## config.mk

```make
export PLATFORM = sky130hd
export DESIGN_NAME = iflog_ctrl
export DESIGN_NICKNAME = d
export VERILOG_FILES = /design/src/iflog_pkg.sv /design/src/iflog_ctrl.sv
export SDC_FILE = /design/constraint.sdc
export NUM_CORES = 1
export LEC_CHECK = 0
export ABC_CLOCK_PERIOD_IN_PS = 1300
export BUFFER_PORTS_ARGS = -buffer_cell sky130_fd_sc_hd__buf_2
export CAP_MARGIN = 20
export CELL_PAD_IN_SITES_DETAIL_PLACEMENT = 1
export CELL_PAD_IN_SITES_GLOBAL_PLACEMENT = 2
export CORE_AREA = 2 2 39 41
export CTS_CLUSTER_SIZE = 25
export DETAILED_ROUTE_END_ITERATION = 10
export DIE_AREA = 0 0 41 43
export GPL_TIMING_DRIVEN = 0
export PLACE_DENSITY_LB_ADDON = 0.1
export SYNTH_ARGS = -nofsm -noshare
export SYNTH_HDL_FRONTEND = slang
export SYNTH_SLANG_ARGS = --single-unit
export TNS_END_PERCENT = 30
```

## constraint.sdc

```tcl
create_clock -name clk -period 1.3 [get_ports clk]
set_input_delay 0.195 -clock clk [delete_from_list [all_inputs] [get_ports clk]]
set_output_delay 0.195 -clock clk [all_outputs]
set_load 0.05 [all_outputs]
```

## src/iflog_pkg.sv

```systemverilog
`timescale 1ns / 1ps
// ----------------------------------------------------------------------------
// iflog_pkg
// Shared widths and the command/status bundles between controller and datapath.
// ----------------------------------------------------------------------------
package iflog_pkg;

    localparam int unsigned WORD_W  = 64;
    localparam int unsigned HALF_W  = WORD_W / 2;
    localparam int unsigned PROD_W  = WORD_W + HALF_W;
    localparam int unsigned COUNT_W = 6;

    // controller -> datapath
    typedef struct packed {
        logic load;    // capture operand and base
        logic start;   // first compare of base against operand
        logic mul;     // form partial products of power * base
        logic step;    // combine products, compare, advance count
        logic emit;    // move count into the output register
    } iflog_cmd_t;

    // datapath -> controller
    typedef struct packed {
        logic start_go;  // base at least two, fits a half word, and base <= operand
        logic step_go;   // next power still <= operand
    } iflog_stat_t;

endpackage

```

## src/iflog_ctrl.sv

```systemverilog
`timescale 1ns / 1ps
// ----------------------------------------------------------------------------
// iflog_ctrl
// Controller: sequences load, power steps and hand-off to the output register.
// ----------------------------------------------------------------------------
module iflog_ctrl import iflog_pkg::*;
(
    input  logic        clk,
    input  logic        rst_n,
    input  logic        in_valid,
    output logic        in_ready,
    output logic        out_valid,
    input  logic        out_ready,
    output iflog_cmd_t  cmd,
    input  iflog_stat_t stat
);

    localparam logic [2:0] S_IDLE  = 3'd0;
    localparam logic [2:0] S_START = 3'd1;
    localparam logic [2:0] S_MUL   = 3'd2;
    localparam logic [2:0] S_CMP   = 3'd3;
    localparam logic [2:0] S_DONE  = 3'd4;

    logic [2:0] state_reg;
    logic [2:0] state_next;
    logic       out_valid_reg;
    logic       out_valid_next;

    assign in_ready  = (state_reg == S_IDLE);
    assign out_valid = out_valid_reg;

    always_comb
    begin
        cmd        = '0;
        state_next = state_reg;
        case (state_reg)
            S_IDLE:
            begin
                if (in_valid)
                begin
                    cmd.load   = 1'b1;
                    state_next = S_START;
                end
            end
            S_START:
            begin
                cmd.start  = 1'b1;
                state_next = stat.start_go ? S_MUL : S_DONE;
            end
            S_MUL:
            begin
                cmd.mul    = 1'b1;
                state_next = S_CMP;
            end
            S_CMP:
            begin
                cmd.step   = 1'b1;
                state_next = stat.step_go ? S_MUL : S_DONE;
            end
            S_DONE:
            begin
                // hold until the output register is free
                if (!out_valid_reg || out_ready)
                begin
                    cmd.emit   = 1'b1;
                    state_next = S_IDLE;
                end
            end
            default:
            begin
                state_next = S_IDLE;
            end
        endcase
    end

    always_comb
    begin
        if (cmd.emit)
            out_valid_next = 1'b1;
        else if (out_ready)
            out_valid_next = 1'b0;
        else
            out_valid_next = out_valid_reg;
    end

    always_ff @(posedge clk or negedge rst_n)
    begin
        if (!rst_n)
        begin
            state_reg     <= S_IDLE;
            out_valid_reg <= 1'b0;
        end
        else
        begin
            state_reg     <= state_next;
            out_valid_reg <= out_valid_next;
        end
    end

    assert property (@(posedge clk) disable iff (!rst_n)
        (in_valid && in_ready) |=> (state_reg == S_START))
        else $error("iflog_ctrl: accepted word did not start");

    assert property (@(posedge clk) disable iff (!rst_n)
        $rose(out_valid_reg) |-> ($past(state_reg) == S_DONE))
        else $error("iflog_ctrl: result raised outside done");

    assert property (@(posedge clk) disable iff (!rst_n)
        (state_reg == S_MUL) |-> ($past(state_reg) == S_START || $past(state_reg) == S_CMP))
        else $error("iflog_ctrl: multiply entered from wrong state");

endmodule

```

==> metrics.txt <==
Clock Latency Late Sink=between 0.2 and 0.25 ns; area fraction in compound gates after synthesis=0.0894; critical path launch point type=register; crit path max fanout=4; via/cell ratio=4.19; PwrDens=3020 nW/um^2; crit path time final=1.41 ns; r2r worst-path depth=5; area share of the largest cell type after synthesis=0.447; setup TNS=-0.456 ns; effective utilization at floorplan=0.162; Routed wire per std cell=11.1 um; CTS buffer count=3; Pins Over Slew Limit=0; Chip Width=41 um; WS Path Type=reg2out; via count=approximately 270; # fillers=between 150 and 200; Tightest Hold Check Type=in2reg; final hold violation count=0; Seq/Total Area, Yosys=0.447; DR iter-0 viols=0; drt pass-1 iters=1; Inserted Diodes=0; worst reg2reg endpoint=state_reg[1]$_DFFE_PN0P_; Pleak=0.219 nW; R2R Path Start=state_reg[1]$_DFFE_PN0P_; failing checks=setup timing; CORE AREA=~1400 um^2; commonest non-fill, non-tap cells in the layout=7 x buf_4, 6 x buf_2, 5 x buf_6, 3 x clkbuf_4; # nets final=56; max cap viols=0; kind of end point of the critical path=output pin; Setup Skew=0.00485 ns; Mapped Area=224 um^2; wire length of the first global-routing pass=1150 um; number of global-route vias before repair=290; Final Worst Setup Slack=-0.112 ns; status=finished, violations left; WHS Path Cells=3; Final setup violation count=5; initial antenna violation count=0; commonest non-fill, non-tap cell in the layout=buf_4; gr usage total=0.104; RSZ-0062 raised after global routing=true; main combinational cell family by area after synthesis=simple AND/OR/NAND/NOR gates; top post-synthesis cells by area=dfrtp_1 45%, nor3_1 8.9%, nand3_1 6.7%; post-route clock period utilization=1.09; Worst EP required=1.11 ns; Adder-Cell Fraction of Synth Area=0; R2R Setup Slk=0.23 ns; fmax=~700 MHz; syn_area_per_cell=8.61 um^2; IO Pins=13; total power=1.44 mW; PortBufs=12; simple-gate area share of the yosys netlist=0.346; hold wc startpoint=in_valid; clock-pin transition on the worst setup and hold timing paths=0.04 ns; Die H=between 40 and 50 um; post-synthesis instance total=26; # rows=14; syn nets=32; CTS Buffer Depth=2; Slew @ Worst Pin=around 0.25 ns; worst vdd ir=0.000794 V; Slew headroom=0.836; mux cell area share after synthesis=0; XOR/XNOR share of the synthesized area=0; Place WS=-0.170 ns; share of layout cells above drive strength 1=0.688; H-tree depth=1; Synth area leader=dfrtp_1; Post-Route WL=708 um; Seq cells post-synth=4; largest net degree at the start of global routing=9; Final ANT Viol Nets=0; Largest register FFs=3; routability cong.=between 0.6 and 0.7; Yosys Warn Count=0; CTS Sinks=4; GRT Residual Overflow=0; CTS root buf=clkbuf_4; Hold Path End=state_reg[0]$_DFFE_PN0P_; synth unique cells=15; area grow syn2layout=113%; drc violations=0; CTS tree=yes; die area=1760 um^2; critical path arrival=1.22 ns
cells by family after synthesis:
family / after synthesis
buffers and inverters: 4
DFF: 4
and+or+nand+nor: 14
AOI/OAI and AO/OA: 4
critical path, cell delays in order, from the launching register on:
cell     delay [ns]
dfrtp_2        0.45
inv_4          0.09
nand3_4        0.07
nor2b_1        0.11
buf_4          0.12
buf_8          0.13
per-stage QoR:
step                      hold WS [ns]  std cells  utilization  instance area (um^2)
final                            0.237         64        0.344                   477
after global routing             0.257         64        0.344                   477
after CTS                        0.229         64        0.337                   467
after detailed placement       0.00294         54        0.237                   328
after global placement         0.00199         54        0.237                   328
after floorplan                 -0.101         26            -                   248
per-layer routing:
layer / routed length [um] / vias to the layer above / GRT usage
met5: 0 / - / 0
met4: 14 / 0 / 0.100
met3: 43 / 2 / 0.0157
met2: 414 / 10 / 0.159
met1: 234 / 123 / 0.111
li1: - / 133 / -
cell usage after synthesis:
| cell type | number |
|---|---|
| inv_1 | 1 |
| nand2b_1 | 2 |
| o21ai_1 | 2 |
| buf_4 | 1 |
| nor3_1 | 4 |
| nand3_1 | 3 |
| nor2b_1 | 1 |
| nand2_1 | 1 |
| a21oi_1 | 2 |
| buf_6 | 1 |
| nor2_1 | 1 |
| inv_2 | 1 |
| nor3_2 | 1 |
| and2_1 | 1 |
| dfrtp_1 | 4 |
worst max-delay path by stage:
stage,start,endpoint,slack [ns]
after detailed placement,state_reg[0]$_DFFE_PN0P_,cmd[0],-0.17
after floorplan,state_reg[0]$_DFFE_PN0P_,cmd[4],-0.18
after CTS,state_reg[0]$_DFFE_PN0P_,cmd[0],-0.13
final,state_reg[1]$_DFFE_PN0P_,cmd[0],-0.11
after global placement,state_reg[0]$_DFFE_PN0P_,cmd[0],-0.14
after global routing,state_reg[0]$_DFFE_PN0P_,cmd[0],-0.16
layout make-up:
cell class	instances	area, um^2	share of cell area
Timing Repair Buffer	19	160	0.336
Multi-Input combinational cell	18	140	0.294
Inverter	2	12.5	0.0262
Tap cell	16	20.0	0.0420
Buffer	2	18.8	0.0394
Clock buffer	3	22.5	0.0472
Sequential cell	4	103	0.215
report_power, final:
part           internal, mW  total (mW)  switching [mW]
registers             0.180       0.253          0.0729
clock network         0.103       0.157          0.0539
logic                 0.434        1.03           0.594
total                 0.717        1.44           0.721
timing repair:
item                                   CTS  global route
endpoints found under the hold margin    4             0
resized for setup                       20             2
pin swaps                                1             1
gates cloned                             0             0
setup buffers                            6             0
setup endpoints to repair                6             6
hold buffers                             1             0
No activity file was read; power rests on OpenSTA's default activity.
